File: src/sv/apc_pkg.sv
// shared constants and types for the action potential characteriser
`default_nettype none
package apc_pkg;

	// default field widths
	localparam int VOLT_WIDTH_DEF  = 16;
	localparam int SLOPE_WIDTH_DEF = 24;
	localparam int TIME_WIDTH_DEF  = 32;

	// 0.1 in q0.16, applied as multiply then arithmetic shift
	localparam int TENTH_W     = 13;
	localparam logic [TENTH_W-1:0] TENTH_Q16 = 13'd6554;
	localparam int FRAC_SHIFT  = 16;

	// repolarisation progress within one beat
	typedef enum logic [1:0] {
		REPOL_WAIT50 = 2'd0,
		REPOL_WAIT90 = 2'd1,
		REPOL_DONE   = 2'd2
	} repol_stage_t;

endpackage : apc_pkg
`default_nettype wire

File: src/sv/action_potential_characterizer_unit.sv
// top level of the action potential characteriser (apd50 / apd90)
// an input transfer fills the stage 1 register; a step moves it to the result register on m_*
// throughput: one sample per cycle, sustained, while the master side keeps m_tready high
// the rate is set by the single-pass step logic: peak detect, threshold multiply and compares
// reset: arst_n clears both stage valids and all beat state; peak counts as found until an onset
`default_nettype none
module action_potential_characterizer_unit #(
	parameter int VOLT_WIDTH  = apc_pkg::VOLT_WIDTH_DEF,
	parameter int SLOPE_WIDTH = apc_pkg::SLOPE_WIDTH_DEF,
	parameter int TIME_WIDTH  = apc_pkg::TIME_WIDTH_DEF,
	localparam int S_DATA_W = ((VOLT_WIDTH + SLOPE_WIDTH + TIME_WIDTH + 7) / 8) * 8,
	localparam int M_DATA_W = ((SLOPE_WIDTH + 2 * VOLT_WIDTH + 2 * TIME_WIDTH + 7) / 8) * 8
) (
	input  wire logic                clk,
	input  wire logic                arst_n,
	input  wire logic                s_tvalid,
	output logic                     s_tready,
	// voltage, slope, sample_time (from bit 0 up), zero padded to bytes
	input  wire logic [S_DATA_W-1:0] s_tdata,
	// stim_active
	input  wire logic                s_tuser,
	output logic                     m_tvalid,
	input  wire logic                m_tready,
	// max_upstroke_out, rest_out, peak_out, apd50_out, apd90_out (from bit 0 up), zero padded
	output logic [M_DATA_W-1:0]      m_tdata
);
	import apc_pkg::*;

	// stage 1 holding register
	logic                          valid_s1;
	logic                          stim_s1;
	logic signed [VOLT_WIDTH-1:0]  volt_s1;
	logic signed [SLOPE_WIDTH-1:0] slope_s1;
	logic [TIME_WIDTH-1:0]         time_s1;

	// step results
	logic signed [SLOPE_WIDTH-1:0] max_up;
	logic signed [VOLT_WIDTH-1:0]  rest;
	logic signed [VOLT_WIDTH-1:0]  peak;
	logic [TIME_WIDTH-1:0]         apd50;
	logic [TIME_WIDTH-1:0]         apd90;

	logic out_free;
	logic step;

	// a sample is processed (and beat state moves) exactly when it moves into the result register
	assign step = valid_s1 && out_free;

	apc_in_stage #(
		.VOLT_WIDTH (VOLT_WIDTH),
		.SLOPE_WIDTH(SLOPE_WIDTH),
		.TIME_WIDTH (TIME_WIDTH)
	) u_in (
		.clk     (clk),
		.arst_n  (arst_n),
		.s_tvalid(s_tvalid),
		.s_tready(s_tready),
		.s_tdata (s_tdata),
		.s_tuser (s_tuser),
		.adv     (out_free),
		.valid_s1(valid_s1),
		.stim_s1 (stim_s1),
		.volt_s1 (volt_s1),
		.slope_s1(slope_s1),
		.time_s1 (time_s1)
	);

	// beat state: rest latch on onset, upstroke max, peak, repolarisation timing
	apc_core #(
		.VOLT_WIDTH (VOLT_WIDTH),
		.SLOPE_WIDTH(SLOPE_WIDTH),
		.TIME_WIDTH (TIME_WIDTH)
	) u_core (
		.clk   (clk),
		.arst_n(arst_n),
		.step  (step),
		.stim  (stim_s1),
		.volt  (volt_s1),
		.slope (slope_s1),
		.stime (time_s1),
		.max_up(max_up),
		.rest  (rest),
		.peak  (peak),
		.apd50 (apd50),
		.apd90 (apd90)
	);

	// result register parts the master side from the step logic
	apc_out_stage #(
		.VOLT_WIDTH (VOLT_WIDTH),
		.SLOPE_WIDTH(SLOPE_WIDTH),
		.TIME_WIDTH (TIME_WIDTH)
	) u_out (
		.clk     (clk),
		.arst_n  (arst_n),
		.load    (step),
		.max_up  (max_up),
		.rest    (rest),
		.peak    (peak),
		.apd50   (apd50),
		.apd90   (apd90),
		.out_free(out_free),
		.m_tvalid(m_tvalid),
		.m_tready(m_tready),
		.m_tdata (m_tdata)
	);

endmodule : action_potential_characterizer_unit
`default_nettype wire

File: src/sv/apc_in_stage.sv
// input register stage: captures one sample per transfer
`default_nettype none
module apc_in_stage #(
	parameter int VOLT_WIDTH  = apc_pkg::VOLT_WIDTH_DEF,
	parameter int SLOPE_WIDTH = apc_pkg::SLOPE_WIDTH_DEF,
	parameter int TIME_WIDTH  = apc_pkg::TIME_WIDTH_DEF,
	localparam int DATA_W = ((VOLT_WIDTH + SLOPE_WIDTH + TIME_WIDTH + 7) / 8) * 8
) (
	input  wire logic                          clk,
	input  wire logic                          arst_n,
	input  wire logic                          s_tvalid,
	output logic                               s_tready,
	input  wire logic [DATA_W-1:0]             s_tdata,
	input  wire logic                          s_tuser,
	input  wire logic                          adv,
	output logic                               valid_s1,
	output logic                               stim_s1,
	output logic signed [VOLT_WIDTH-1:0]       volt_s1,
	output logic signed [SLOPE_WIDTH-1:0]      slope_s1,
	output logic [TIME_WIDTH-1:0]              time_s1
);
	import apc_pkg::*;

	logic accept;

	assign s_tready = !valid_s1 || adv;
	assign accept   = s_tvalid && s_tready;

	always_ff @(posedge clk or negedge arst_n) begin
		if (!arst_n) begin
			valid_s1 <= 1'b0;
		end else if (accept) begin
			valid_s1 <= 1'b1;
		end else if (adv) begin
			valid_s1 <= 1'b0;
		end
	end

	always_ff @(posedge clk) begin
		if (accept) begin
			stim_s1  <= s_tuser;
			volt_s1  <= s_tdata[VOLT_WIDTH-1:0];
			slope_s1 <= s_tdata[VOLT_WIDTH +: SLOPE_WIDTH];
			time_s1  <= s_tdata[VOLT_WIDTH+SLOPE_WIDTH +: TIME_WIDTH];
		end
	end

endmodule : apc_in_stage
`default_nettype wire

File: src/sv/apc_core.sv
// per-beat state and single-pass step logic
`default_nettype none
module apc_core #(
	parameter int VOLT_WIDTH  = apc_pkg::VOLT_WIDTH_DEF,
	parameter int SLOPE_WIDTH = apc_pkg::SLOPE_WIDTH_DEF,
	parameter int TIME_WIDTH  = apc_pkg::TIME_WIDTH_DEF
) (
	input  wire logic                          clk,
	input  wire logic                          arst_n,
	input  wire logic                          step,
	input  wire logic                          stim,
	input  wire logic signed [VOLT_WIDTH-1:0]  volt,
	input  wire logic signed [SLOPE_WIDTH-1:0] slope,
	input  wire logic [TIME_WIDTH-1:0]         stime,
	output logic signed [SLOPE_WIDTH-1:0]      max_up,
	output logic signed [VOLT_WIDTH-1:0]       rest,
	output logic signed [VOLT_WIDTH-1:0]       peak,
	output logic [TIME_WIDTH-1:0]              apd50,
	output logic [TIME_WIDTH-1:0]              apd90
);
	import apc_pkg::*;

	localparam int AMP_W  = VOLT_WIDTH + 1;
	localparam int TH_W   = VOLT_WIDTH + 2;
	localparam int PROD_W = AMP_W + TENTH_W + 1;

	// state registers
	logic                          stim_was_on_q;
	logic                          peak_found_q;
	repol_stage_t                  stage_q;
	logic signed [VOLT_WIDTH-1:0]  prev_volt_q;
	logic signed [SLOPE_WIDTH-1:0] prev_slope_q;
	logic signed [VOLT_WIDTH-1:0]  rest_q;
	logic signed [VOLT_WIDTH-1:0]  peak_q;
	logic signed [SLOPE_WIDTH-1:0] mx_now_q;
	logic signed [SLOPE_WIDTH-1:0] mx_before_q;
	logic [TIME_WIDTH-1:0]         onset_q;
	logic [TIME_WIDTH-1:0]         apd50_q;
	logic [TIME_WIDTH-1:0]         apd90_q;

	// next-state values
	logic                          onset_edge;
	logic                          peak_found_a;
	logic                          peak_hit;
	logic                          peak_found_n;
	repol_stage_t                  stage_a;
	repol_stage_t                  stage_mid;
	repol_stage_t                  stage_n;
	logic signed [VOLT_WIDTH-1:0]  rest_a;
	logic signed [VOLT_WIDTH-1:0]  peak_n;
	logic signed [SLOPE_WIDTH-1:0] mx_now_a;
	logic signed [SLOPE_WIDTH-1:0] mx_now_n;
	logic signed [SLOPE_WIDTH-1:0] mx_before_a;
	logic [TIME_WIDTH-1:0]         onset_a;
	logic [TIME_WIDTH-1:0]         dur;
	logic [TIME_WIDTH-1:0]         apd50_n;
	logic [TIME_WIDTH-1:0]         apd90_n;
	logic signed [AMP_W-1:0]       amp;
	logic signed [PROD_W-1:0]      prod;
	logic signed [TH_W-1:0]        th50;
	logic signed [TH_W-1:0]        th10;
	logic signed [TH_W-1:0]        volt_x;
	logic                          measure;
	logic                          cross50;
	logic                          cross90;

	always_comb begin
		onset_edge   = stim && !stim_was_on_q;
		peak_found_a = onset_edge ? 1'b0 : peak_found_q;
		stage_a      = onset_edge ? REPOL_WAIT50 : stage_q;
		rest_a       = onset_edge ? prev_volt_q : rest_q;
		onset_a      = onset_edge ? stime : onset_q;
		mx_before_a  = onset_edge ? mx_now_q : mx_before_q;
		mx_now_a     = onset_edge ? slope : mx_now_q;

		max_up   = peak_found_a ? mx_now_a : mx_before_a;
		mx_now_n = (!peak_found_a && (slope > mx_now_a)) ? slope : mx_now_a;

		// slope goes negative from non-negative: that sample is the peak
		peak_hit     = !peak_found_a && slope[SLOPE_WIDTH-1] && !prev_slope_q[SLOPE_WIDTH-1];
		peak_found_n = peak_found_a || peak_hit;
		peak_n       = peak_hit ? volt : peak_q;

		// thresholds above rest, floored
		amp    = AMP_W'(peak_n) - AMP_W'(rest_a);
		prod   = PROD_W'(amp) * $signed({1'b0, TENTH_Q16});
		th50   = TH_W'(rest_a) + TH_W'(amp >>> 1);
		th10   = TH_W'(rest_a) + TH_W'(prod >>> FRAC_SHIFT);
		volt_x = TH_W'(volt);

		measure = !stim && peak_found_n;
		dur     = stime - onset_a;

		cross50   = measure && (volt_x <= th50) && (stage_a == REPOL_WAIT50);
		stage_mid = cross50 ? REPOL_WAIT90 : stage_a;
		cross90   = measure && (volt_x <= th10) && (stage_mid == REPOL_WAIT90);
		stage_n   = cross90 ? REPOL_DONE : stage_mid;
		apd50_n   = cross50 ? dur : apd50_q;
		apd90_n   = cross90 ? dur : apd90_q;

		rest  = rest_a;
		peak  = peak_n;
		apd50 = apd50_n;
		apd90 = apd90_n;
	end

	always_ff @(posedge clk or negedge arst_n) begin
		if (!arst_n) begin
			stim_was_on_q <= 1'b0;
			peak_found_q  <= 1'b1;
			stage_q       <= REPOL_WAIT50;
			prev_volt_q   <= '0;
			prev_slope_q  <= '0;
			rest_q        <= '0;
			peak_q        <= '0;
			mx_now_q      <= '0;
			mx_before_q   <= '0;
			onset_q       <= '0;
			apd50_q       <= '0;
			apd90_q       <= '0;
		end else if (step) begin
			stim_was_on_q <= stim;
			peak_found_q  <= peak_found_n;
			stage_q       <= stage_n;
			prev_volt_q   <= volt;
			prev_slope_q  <= slope;
			rest_q        <= rest_a;
			peak_q        <= peak_n;
			mx_now_q      <= mx_now_n;
			mx_before_q   <= mx_before_a;
			onset_q       <= onset_a;
			apd50_q       <= apd50_n;
			apd90_q       <= apd90_n;
		end
	end

endmodule : apc_core
`default_nettype wire

File: src/sv/apc_out_stage.sv
// result register driving the master-side stream
`default_nettype none
module apc_out_stage #(
	parameter int VOLT_WIDTH  = apc_pkg::VOLT_WIDTH_DEF,
	parameter int SLOPE_WIDTH = apc_pkg::SLOPE_WIDTH_DEF,
	parameter int TIME_WIDTH  = apc_pkg::TIME_WIDTH_DEF,
	localparam int RES_W  = SLOPE_WIDTH + 2 * VOLT_WIDTH + 2 * TIME_WIDTH,
	localparam int DATA_W = ((RES_W + 7) / 8) * 8
) (
	input  wire logic                          clk,
	input  wire logic                          arst_n,
	input  wire logic                          load,
	input  wire logic signed [SLOPE_WIDTH-1:0] max_up,
	input  wire logic signed [VOLT_WIDTH-1:0]  rest,
	input  wire logic signed [VOLT_WIDTH-1:0]  peak,
	input  wire logic [TIME_WIDTH-1:0]         apd50,
	input  wire logic [TIME_WIDTH-1:0]         apd90,
	output logic                               out_free,
	output logic                               m_tvalid,
	input  wire logic                          m_tready,
	output logic [DATA_W-1:0]                  m_tdata
);
	import apc_pkg::*;

	assign out_free = !m_tvalid || m_tready;

	always_ff @(posedge clk or negedge arst_n) begin
		if (!arst_n) begin
			m_tvalid <= 1'b0;
		end else if (load) begin
			m_tvalid <= 1'b1;
		end else if (m_tready) begin
			m_tvalid <= 1'b0;
		end
	end

	always_ff @(posedge clk) begin
		if (load) begin
			m_tdata <= DATA_W'({apd90, apd50, peak, rest, max_up});
		end
	end

endmodule : apc_out_stage
`default_nettype wire

File: config.mk
export PLATFORM = sky130hd
export DESIGN_NAME = action_potential_characterizer_unit
export DESIGN_NICKNAME = d
export VERILOG_FILES = /design/src/sv/apc_pkg.sv /design/src/sv/action_potential_characterizer_unit.sv /design/src/sv/apc_in_stage.sv /design/src/sv/apc_core.sv /design/src/sv/apc_out_stage.sv
export SDC_FILE = /design/constraint.sdc
export NUM_CORES = 1
export LEC_CHECK = 0
export BUFFER_PORTS_ARGS = -buffer_cell sky130_fd_sc_hd__buf_2
export CORE_MARGIN = 10
export CORE_UTILIZATION = 45
export CTS_CLUSTER_DIAMETER = 200
export DETAILED_ROUTE_END_ITERATION = 7
export PLACE_DENSITY = 0.68
export SLEW_MARGIN = 15
export SYNTH_ARGS = -nofsm -noshare
export SYNTH_HDL_FRONTEND = slang
export SYNTH_HIERARCHICAL = 1
export SYNTH_SLANG_ARGS = --single-unit
File: constraint.sdc
create_clock -name clk -period 12.04 [get_ports clk]
set_input_delay 2.408 -clock clk [delete_from_list [all_inputs] [get_ports clk]]
set_output_delay 2.408 -clock clk [all_outputs]
set_load 0.005 [all_outputs]
Word-level counts from Yosys, hierarchy flattened
Index checks and enable logic that the tools add are counted.
- register bits: 415
- output and inout port bits: 122
- add/subtract/negate cells: 4
- $mul: 1
- order comparisons: 3
- equality and inequality tests: 1
- muxes and demuxes: 17
- reductions and logical operators: 23
- operator list (operator ; count):
    24-bit two-way mux ; 4
    32-bit two-way mux ; 3
    16-bit by 17-bit <= comparator with 1-bit output ; 2
    16-bit two-way mux ; 2
    32-bit subtractor ; 1
    17-bit by 13-bit multiplier with 30-bit output, second input constant ; 1
    24-bit > comparator ; 1
    16-bit by 15-bit adder with 17-bit output ; 1
    16-bit by 16-bit adder with 17-bit output ; 1
    16-bit by 16-bit subtractor with 17-bit output ; 1
    1-bit logical AND ; 11
    1-bit logical NOT ; 6
    2-bit two-way mux ; 3
    1-bit two-way mux ; 5
    2-bit nonzero test ; 2
    1-bit logical OR ; 3
    2-bit by 1-bit == test with 1-bit output, second input constant ; 1
    2-bit logical NOT ; 1

Longest topological paths before layout
Gate-level depths: netlist (run 1).
- depth in word-level cells: 16
- gate-level depth with buffers: 57

Cells and area by module
The synthesis (run 1) kept the hierarchy.
- by module, submodules not included (module ; instances ; cells an instance ; area each (µm²)):
    apc_core ; 1 ; 1741 ; 17525.6
    apc_out_stage ; 1 ; 123 ; 3651.0
    apc_in_stage ; 1 ; 77 ; 2245.9
    action_potential_characterizer_unit ; 1 ; 1 ; 6.3

Worst setup path after synthesis (run 1)
No wires, ideal clock.
- path type: reg-to-reg
- start: register u_in.stim_s1
- end: register u_out.m_tdata[108] (data pin)
- library setup time: 0.260 ns
- data arrival time: 10.905 ns
- data required time: 11.780 ns
- setup slack: 0.875 ns
- stages on the path, launching flop included: 50
- path buffers: 4
- cell sequence: edfxtp_1 nor2b_1 buf_6 clkbuf_1 mux2i_1 inv_1 fa_1 inv_1 a21oi_1 o32a_1 and3b_1 a21oi_1 nor2_1 nor2_1 inv_1 xnor2_1 fa_1 ha_1 (+14 left out) ha_1 nand3_1 nand2_1 a41o_1 o41a_1 a41oi_1 nand2b_1 a21oi_1 xnor2_1 ha_1 nand3_1 a21oi_1 a21oi_1 o21a_1 o21ai_0 clkbuf_1 clkbuf_1 mux2_2
- elaborated cells on any way between the ends: 27
- those cells by class: 4 x add/sub; 1 x mul; 2 x order compare; 1 x eq/ne; 7 x mux; 12 x reduce/logical
- RTL lines (item ; line ; source):
    start, declared ; apc_in_stage.sv:17 ; output logic stim_s1,
    start signal, assigned ; apc_in_stage.sv:41 ; stim_s1 <= s_tuser;
    1-bit logical AND (*) ; apc_core.sv:68 ; onset_edge = stim && !stim_was_on_q;
    16-bit two-way mux (*) ; apc_core.sv:71 ; rest_a = onset_edge ? prev_volt_q : rest_q;
    named net rest[1] ; action_potential_characterizer_unit.sv:38 ; logic signed [VOLT_WIDTH-1:0] rest;
    parallel branches: the longest is 7 deep, another holds 17-bit by 13-bit multiplier with 30-bit output ; n/a ;
    1-bit logical AND (*) ; apc_core.sv:96 ; cross90 = measure && (volt_x <= th10) && (stage_mid == REPOL_WAIT90);
    32-bit two-way mux (*) ; apc_core.sv:99 ; apd90_n = cross90 ? dur : apd90_q;
    named net apd90[20] ; action_potential_characterizer_unit.sv:41 ; logic [TIME_WIDTH-1:0] apd90;
    end signal, assigned ; apc_out_stage.sv:39 ; m_tdata <= DATA_W'({apd90, apd50, peak, rest, max_up});
    end, declared ; apc_out_stage.sv:21 ; output logic [DATA_W-1:0] m_tdata
Mark *: on every way through the listed nets, which the timed path passes.
A chain may end at the register's enable or synchronous reset.

Worst setup path after layout (run 1)
- start: register u_core.stim_was_on_q
- end: register u_out.m_tdata[95] (data pin)
- word-level cells in the longest chain between the ends: 16
- elaborated cells on any way between the ends: 27
- those cells by class: 4 x add/sub; 1 x mul; 2 x order compare; 1 x eq/ne; 7 x mux; 12 x reduce/logical
- ends and longest elaborated chain (item ; line ; source):
    start, declared ; apc_core.sv:28 ; logic stim_was_on_q;
    start signal, assigned ; apc_core.sv:122 ; stim_was_on_q <= stim;
    1-bit logical NOT (*) ; apc_core.sv:68 ;
    1-bit logical AND (*) ; apc_core.sv:68 ;
    1-bit two-way mux (*) ; apc_core.sv:69 ; peak_found_a = onset_edge ? 1'b0 : peak_found_q;
    1-bit logical NOT (*) ; apc_core.sv:80 ; peak_hit = !peak_found_a && slope[SLOPE_WIDTH-1] && !prev_slope_q[SLOPE_WIDTH-1];
    1-bit logical AND (*) (2 in series) ; apc_core.sv:80 ;
    16-bit two-way mux (*) ; apc_core.sv:82 ; peak_n = peak_hit ? volt : peak_q;
    named net peak[1] ; action_potential_characterizer_unit.sv:39 ; logic signed [VOLT_WIDTH-1:0] peak;
    16-bit by 16-bit subtractor with 17-bit output (*) ; apc_core.sv:85 ; amp = AMP_W'(peak_n) - AMP_W'(rest_a);
    parallel branches: the longest is 6 deep, another holds 17-bit by 13-bit multiplier with 30-bit output ; n/a ;
    1-bit logical AND (*) ; apc_core.sv:96 ;
    32-bit two-way mux (*) ; apc_core.sv:99 ;
    named net apd90[7] ; action_potential_characterizer_unit.sv:41 ;
Marked as above.

==> summary.txt, run 1 <==
Route
  – Post-DR vias/cell: 5.32
  – Vias: 15300
  – Highest routed layer: met5
  – Routed wl met2: 26900 µm
  – Met1 Wirelength: 26100 µm
  – Antenna Nets Post-Route: 0
  – Pre-antenna DRT Iters: 5
  – Met3 wire length: 3050 µm
  – DRT Wirelength: 57300 µm
  – # DRC: 0
  – Routed len/inst: 19.9 µm
  – Starting DRT DRC Count: 848

Yosys
  – Synth Instances: 1942
  – Syn_area_per_cell: 12.1 µm²
  – Area of the mapped netlist: 0.0234 mm²
  – Ranking of synthesized cells by area: edfxtp_1, dfrtp_1, mux2_2, ha_1, fa_1
  – Seq cells post-synth: 392
  – Distinct cell type count after synthesis: 76
  – Post-synth top area cell: edfxtp_1
  – Syn_nets: 2296
  – Synth async-reset ratio: 50.8%
  – Number of synthesized flops with an enable pin: 193
  – Sequential area share after synthesis: 46.0%
  – Warnings from Yosys: 6
  – Share of the synthesized area in the top cell type: 24.7%
  – Dominant synthesized flop cell: dfrtp_1

Worst setup path
  – Worst R2R End: u_out/m_tdata[95]
  – Crit path largest cell delay: 0.48 ns
  – Critical path's slowest cell: fa_1
  – WP buf/inv: 7
  – WP data required: 12.37 ns
  – Worst-case reg-to-reg path depth: 50
  – Top cell by count, worst path: a21oi_1
  – Reg2reg start: u_core/stim_was_on_q
  – Worst EP arrival: 11.65 ns
  – Crit path depth: 50
  – Crit path to: u_out/m_tdata[95]
  – Setup crit start kind: flop
  – CP Class: reg -> reg
  – Flop2flop setup slack: 0.72 ns
  – Top fanout value on the critical path: 38
  – Cell family with most CP delay: compound AO/OA/AOI/OAI gates
  – Crit. Startpoint: u_core/stim_was_on_q
  – CP endpoint kind: flop

Floorplanning
  – CORE AREA: 0.0514 mm²
  – Row cnt: 83
  – Die W: 248 µm
  – Ports: 199
  – Chip height: 248 µm
  – Initial Utilization: 45.6%
  – DIE AREA: 0.0616 mm²

Global route
  – Initial antenna violation count: 4
  – Pin count of the biggest net entering global routing: 140
  – GRT Resource Usage Total: 18.5%
  – First-pass GRT wire length: 89700 µm
  – GR Overflow Total: 0
  – Number of global-route vias before repair: 15900

Timing
  – Worst hold slack: 0.480 ns
  – Min Tclk post-route: 11.32 ns
  – Slew Viols, Final: 0
  – Hold Vio Cnt, Final: 0
  – # setup viols final: 0
  – Crit share post-route: 94.0%
  – Worst slew pin tran: 1.15 ns
  – Clock Skew: 0.0361 ns
  – Slew HR: 23.2%
  – Worst Slack Setup Final: 0.717 ns
  – Max Freq: 0.0883 GHz
  – Setup_tns: 0 ns

Cells and area
  – Area grow syn2layout: 14.8%
  – Most frequent cells in the layout: mux2_2, ha_1, dfrtp_1, buf_2, edfxtp_1
  – Layout cells sized above 1: 26.1%
  – Commonest non-fill, non-tap cell in the layout: mux2_2
  – Final Cell Area: 0.0269 mm²
  – Fin nets: 2517

CTS
  – Hold buffers post-CTS: 0
  – H-tree depth: 2
  – Later-pin clock latency in the skew report: 0.58 ns
  – Clock slew at the register clock pins of the worst setup and hold paths: 0.06 ns
  – Inserted Clock Buffers: 44
  – CTS tree: yes
  – CTS max path bufs: 3
  – Root buffer cell: clkbuf_16
  – Sink Count: 392

Status
  – Outcome: completed

Placed design
  – Pre-CTS WS: 0.0268 ns
  – I/O Buffers: 198
  – HPWL after DPL: 42200 µm
  – Final Wtd Congestion: 0.887
  – Placed cell area: 0.0253 mm²

Min path
  – Hold crit path type: reg -> reg

Run
  – Max-Cap Viols: 0
final cells by class:
| class | instances | area [µm²] |
|---|---|---|
| Timing Repair Buffer | 223 | 1240 |
| Sequential cell | 392 | 10800 |
| Antenna cell | 1 | 2.50 |
| Tap cell | 680 | 851 |
| Inverter | 156 | 586 |
| Clock buffer | 61 | 1200 |
| Fill cell | 4460 | 24500 |
| Multi-Input combinational cell | 1346 | 12000 |
| Clock inverter | 20 | 233 |
worst min path at each step:
stage | to | cells after the start | from
after floorplan | u_core/stage_q[0] | 2 | u_core/stage_q[0]
after global placement | u_core/stage_q[0] | 2 | u_core/stage_q[0]
after detailed placement | u_core/stage_q[0] | 2 | u_core/stage_q[0]
after CTS | u_core/onset_q[0] | 2 | u_core/onset_q[0]
after global routing | u_core/mx_before_q[10] | 1 | u_core/mx_before_q[10]
final | u_core/onset_q[0] | 2 | u_core/onset_q[0]
state kept, by name (all words and copies together), names as in the netlist:
signal / flops
u_core/rest_q: 16
u_core/onset_q: 32
u_in/slope_s1: 24
u_core/mx_before_q: 24
u_in/valid_s1: 1
u_in/volt_s1: 16
u_core/peak_found_q: 1
u_core/stim_was_on_q: 1
u_in/time_s1: 32
u_core/peak_q: 16
u_in/stim_s1: 1
u_core/prev_volt_q: 16
u_core/prev_slope_q: 1
u_core/stage_q: 2
u_out/m_tvalid: 1
u_out/m_tdata: 120
u_core/apd50_q: 32
u_core/apd90_q: 32
u_core/mx_now_q: 24
through the flow:
step                      util [%]  cells
after floorplan                  -   1942
after global placement        49.2   2791
after detailed placement      49.2   2791
after CTS                     52.0   2872
after global routing          52.3   2879
final                         52.3   2879
synth_stat cells (3+ instances only):
library cell  number
nor2_1           152
nand2_1           75
and2_1             6
a31o_2             3
edfxtp_1         193
xnor2_1           61
mux2i_1           72
o211ai_1           6
inv_1            154
or2_2              8
nor3_1            12
buf_1              6
a31oi_1            5
a21oi_2            3
nand3_1           23
nand4_1           13
clkbuf_1          41
and3_1             8
nor2b_1           27
nand2b_1          16
a211oi_1          10
ha_1             214
xor2_1            44
mux2_2           238
a211o_1            4
a21boi_0           4
o31ai_1            7
fa_1              63
o21ai_0           59
o21ai_1            7
or3_1              3
a21oi_1           88
a21o_1            44
o21a_1            18
o21bai_1           8
dfrtp_1          198
layer usage:
layer  up-vias  track usage (%)
met5         -                0
met4         6             4.87
met3        80             3.75
met2       328             30.2
met1      7546             24.7
li1       7349                -
worst register-to-register path, delay by kind of cell (launching register included):
kind	cells	cell delay (ns)
compound gates	22	3.89
fa+ha+maj	10	3.44
buf+inv	7	1.07
simple gates	5	0.85
mux	2	0.74
xor+xnor	4	0.70
flops	1	0.41
what timing repair did:
action | 4_1_cts | 5_1_grt
setup endpoints to repair | 0 | 65
buffers inserted | 0 | 3
resized for setup | 0 | 17
cell families (layout without fill, tap and decap cells):
group / count (synthesis) / in the layout / share of synthesized area (%)
DFF: 392 / 392 / 46.0
adders and majority gates: 280 / 280 / 17.0
buffers and inverters: 205 / 460 / 3.35
xor gates and xnor gates: 107 / 107 / 4.11
other: 0 / 1 / 0
and+or+nand+nor: 355 / 356 / 7.00
muxes: 312 / 312 / 14.7
AOI/OAI and AO/OA: 291 / 291 / 7.91
Power of run 1 is left out: the tool's default activity adds up to more than one toggle a clock period on the data nets, which glitch-free logic cannot reach.
==> inputs of run 2 (changes only) <==
--- a/config.mk
+++ b/config.mk
@@ -5,7 +5,7 @@
 export SDC_FILE = /design/constraint.sdc
 export NUM_CORES = 1
 export LEC_CHECK = 0
-export BUFFER_PORTS_ARGS = -buffer_cell sky130_fd_sc_hd__buf_2
+export BUFFER_PORTS_ARGS = -buffer_cell sky130_fd_sc_hd__buf_4
 export CORE_MARGIN = 10
 export CORE_UTILIZATION = 45
 export CTS_CLUSTER_DIAMETER = 200
==> run 2 against run 1 <==
Compared with the run above: fmax fell by 0.58%; clock skew fell by 0.010 ns; largest cell class unchanged; die area did not move; sequential cell count did not move; first-iteration DRC count fell by 1.8%; setup slack got worse by 0.066 ns; via count rose by 0.55%; register-to-register slack got worse by 0.07 ns; critical path depth fell by 2; worst hold slack improved by 0.0018 ns.
==> summary.txt, run 2 (same netlist as run 1, synthesis figures left out) <==
Status
  – Outcome: completed (unchanged)

Floorplanning
  – DIE AREA: 0.0616 mm² (unchanged)
  – Die W: 248 µm (unchanged)
  – CORE AREA: 0.0514 mm² (unchanged)
  – Ports: 199 (unchanged)
  – Row cnt: 83 (unchanged)
  – Initial Utilization: 45.6% (unchanged)
  – Chip height: 248 µm (unchanged)

Timing
  – Setup_tns: 0 ns (unchanged)
  – Slew Viols, Final: 0 (unchanged)
  – Clock Skew: 0.0257 ns (was 0.0361 ns)
  – RSZ-0062 raised after global routing: no
  – Crit share post-route: 94.6% (was 94.0%)
  – Min Tclk post-route: 11.39 ns (was 11.32 ns)
  – # setup viols final: 0 (unchanged)
  – Max Freq: 0.0878 GHz (was 0.0883 GHz)
  – Worst hold slack: 0.481 ns (was 0.480 ns)
  – Slew HR: 34.8% (was 23.2%)
  – Hold Vio Cnt, Final: 0 (unchanged)
  – Worst slew pin tran: 0.977 ns (was 1.15 ns)

Route
  – Antenna Nets Post-Route: 0 (unchanged)
  – Vias: 15400 (was 15300)
  – Routed len/inst: 20.0 µm (was 19.9 µm)
  – DRT Wirelength: 57700 µm (was 57300 µm)
  – Pre-antenna DRT Iters: 5 (unchanged)
  – Starting DRT DRC Count: 833 (was 848)
  – Post-DR vias/cell: 5.33 (was 5.32)
  – # DRC: 0 (unchanged)

Worst setup path
  – Crit. Startpoint: u_core/stim_was_on_q (unchanged)
  – Critical path's slowest cell: fa_1 (unchanged)
  – Top cell by count, worst path: ha_1 (was a21oi_1)
  – CP Class: reg -> reg (unchanged)
  – Reg2reg start: u_core/stim_was_on_q (unchanged)
  – Setup crit start kind: flop (unchanged)
  – Worst EP arrival: 11.72 ns (was 11.65 ns)
  – WP data required: 12.37 ns (about the same)
  – Top fanout value on the critical path: 38 (unchanged)
  – Crit path largest cell delay: 0.48 ns (about the same)
  – CP endpoint kind: flop (unchanged)

Placed design
  – HPWL after DPL: 42700 µm (was 42200 µm)
  – Placed cell area: 0.0258 mm² (was 0.0253 mm²)
  – Final Wtd Congestion: 0.918 (was 0.887)
  – I/O Buffers: 198 (unchanged)

Cells and area
  – Fillers: 4423 (was 4460)
  – Most frequent cells in the layout: mux2_2, buf_4, ha_1, dfrtp_1, edfxtp_1 (was mux2_2, ha_1, dfrtp_1, buf_2, edfxtp_1)
  – Max FFs per register: 120 (unchanged)
  – Most flops, register: u_out/m_tdata (unchanged)
  – Commonest non-fill, non-tap cell in the layout: mux2_2 (unchanged)
  – Final Cell Area: 0.0274 mm² (was 0.0269 mm²)
  – Layout cells sized above 1: 26.4% (was 26.1%)
  – Area grow syn2layout: 17.1% (was 14.8%)
  – Post-Route Utilization: 53.4% (was 52.3%)
  – Fin nets: 2525 (was 2517)

CTS
  – CTS max path bufs: 3 (unchanged)
  – H-tree depth: 2 (unchanged)
  – Clock slew at the register clock pins of the worst setup and hold paths: 0.06 ns (about the same)
  – Hold buffers post-CTS: 0 (unchanged)
  – Sink Count: 392 (unchanged)
  – Later-pin clock latency in the skew report: 0.59 ns (was 0.58 ns)
  – CTS tree: yes (unchanged)
  – Inserted Clock Buffers: 44 (unchanged)
  – Root buffer cell: clkbuf_16 (unchanged)

Global route
  – First-pass GRT wire length: 89800 µm (was 89700 µm)
  – GR Util met3: 3.71% (was 3.75%)
  – GR Layer Usage met2: 30.5% (was 30.2%)
  – Number of global-route vias before repair: 16100 (was 15900)
  – GR Overflow Total: 0 (unchanged)
  – Grt peak-use layer: met2 (unchanged)
  – Pin count of the biggest net entering global routing: 82 (was 140)
  – GRT met1 Usage: 24.7% (about the same)
  – GRT Resource Usage Total: 18.5% (about the same)
  – Initial antenna violation count: 1 (was 4)

Min path
  – HP Start: u_core/apd90_q[0] (was u_core/onset_q[0])
  – Hold crit path type: reg -> reg (unchanged)

Run
  – Max-Cap Viols: 0 (unchanged)
-- run 2: cell count changes in the layout (fill, tap and decap cells not counted), sizes merged --
cell / before / now
buf: 221 / 229
clkinv: 13 / 11
inv: 158 / 157
bufinv: 4 / 2
clkinvlp: 1 / 3
clkbuf: 63 / 67
-- run 2: metrics by stage --
stage          std cells  setup slack (ns)
6_report            2888             0.651
5_1_grt             2888            0.0141
4_1_cts             2879            0.0334
3_5_place_dp        2797            0.0552
3_3_place_gp        2797             0.194
2_1_floorplan       1942             0.875
-- run 2: final timing paths --
kind / to / slack (ns) / depth (start not counted)
min in group asynchronous: u_core/onset_q[24] / 1.86 / 1
max reg2reg: u_out/m_tdata[92] / 0.65 / 48
min reg2reg: u_core/apd90_q[0] / 0.48 / 2
min: u_core/apd90_q[0] / 0.48 / 2
max: u_out/m_tdata[92] / 0.65 / 48
max in group asynchronous: u_core/peak_q[1] / 8.84 / 2
-- run 2: routing by layer --
layer | part of all wire (%) | wire, µm | vias up
li1 | - | - | 7365
met1 | 45 | 26000 | 7614
met2 | 47 | 27200 | 337
met3 | 5.6 | 3210 | 77
met4 | 2.2 | 1250 | 0
met5 | 0 | 0 | -
-- run 2: what timing repair did --
action / 4_1_cts / 5_1_grt
setup endpoints to repair: 0 / 65
setup buffers: 0 / 7
resized for setup: 0 / 12
-- run 2: final cells by class --
cell class	instances	area [µm²]	share of cell area, %
Multi-Input combinational cell	1346	12000	43.7
Clock inverter	17	185	0.675
Inverter	156	586	2.13
Timing Repair Buffer	231	1760	6.41
Antenna cell	1	2.50	0.00912
Clock buffer	65	1290	4.71
Tap cell	680	851	3.10
Sequential cell	392	10800	39.3
-- run 2: worst max-delay path, delay by kind of cell, from the launching register on --
family                     cells  cell delay, ns
AOI/OAI and AO/OA             21            4.11
xor gates and xnor gates       4            0.81
adders and majority gates     10            3.48
buffers and inverters          6            0.83
DFF                            1            0.41
muxes                          2            0.64
and+or+nand+nor                5            0.82
Power of run 2 is left out for the same reason.
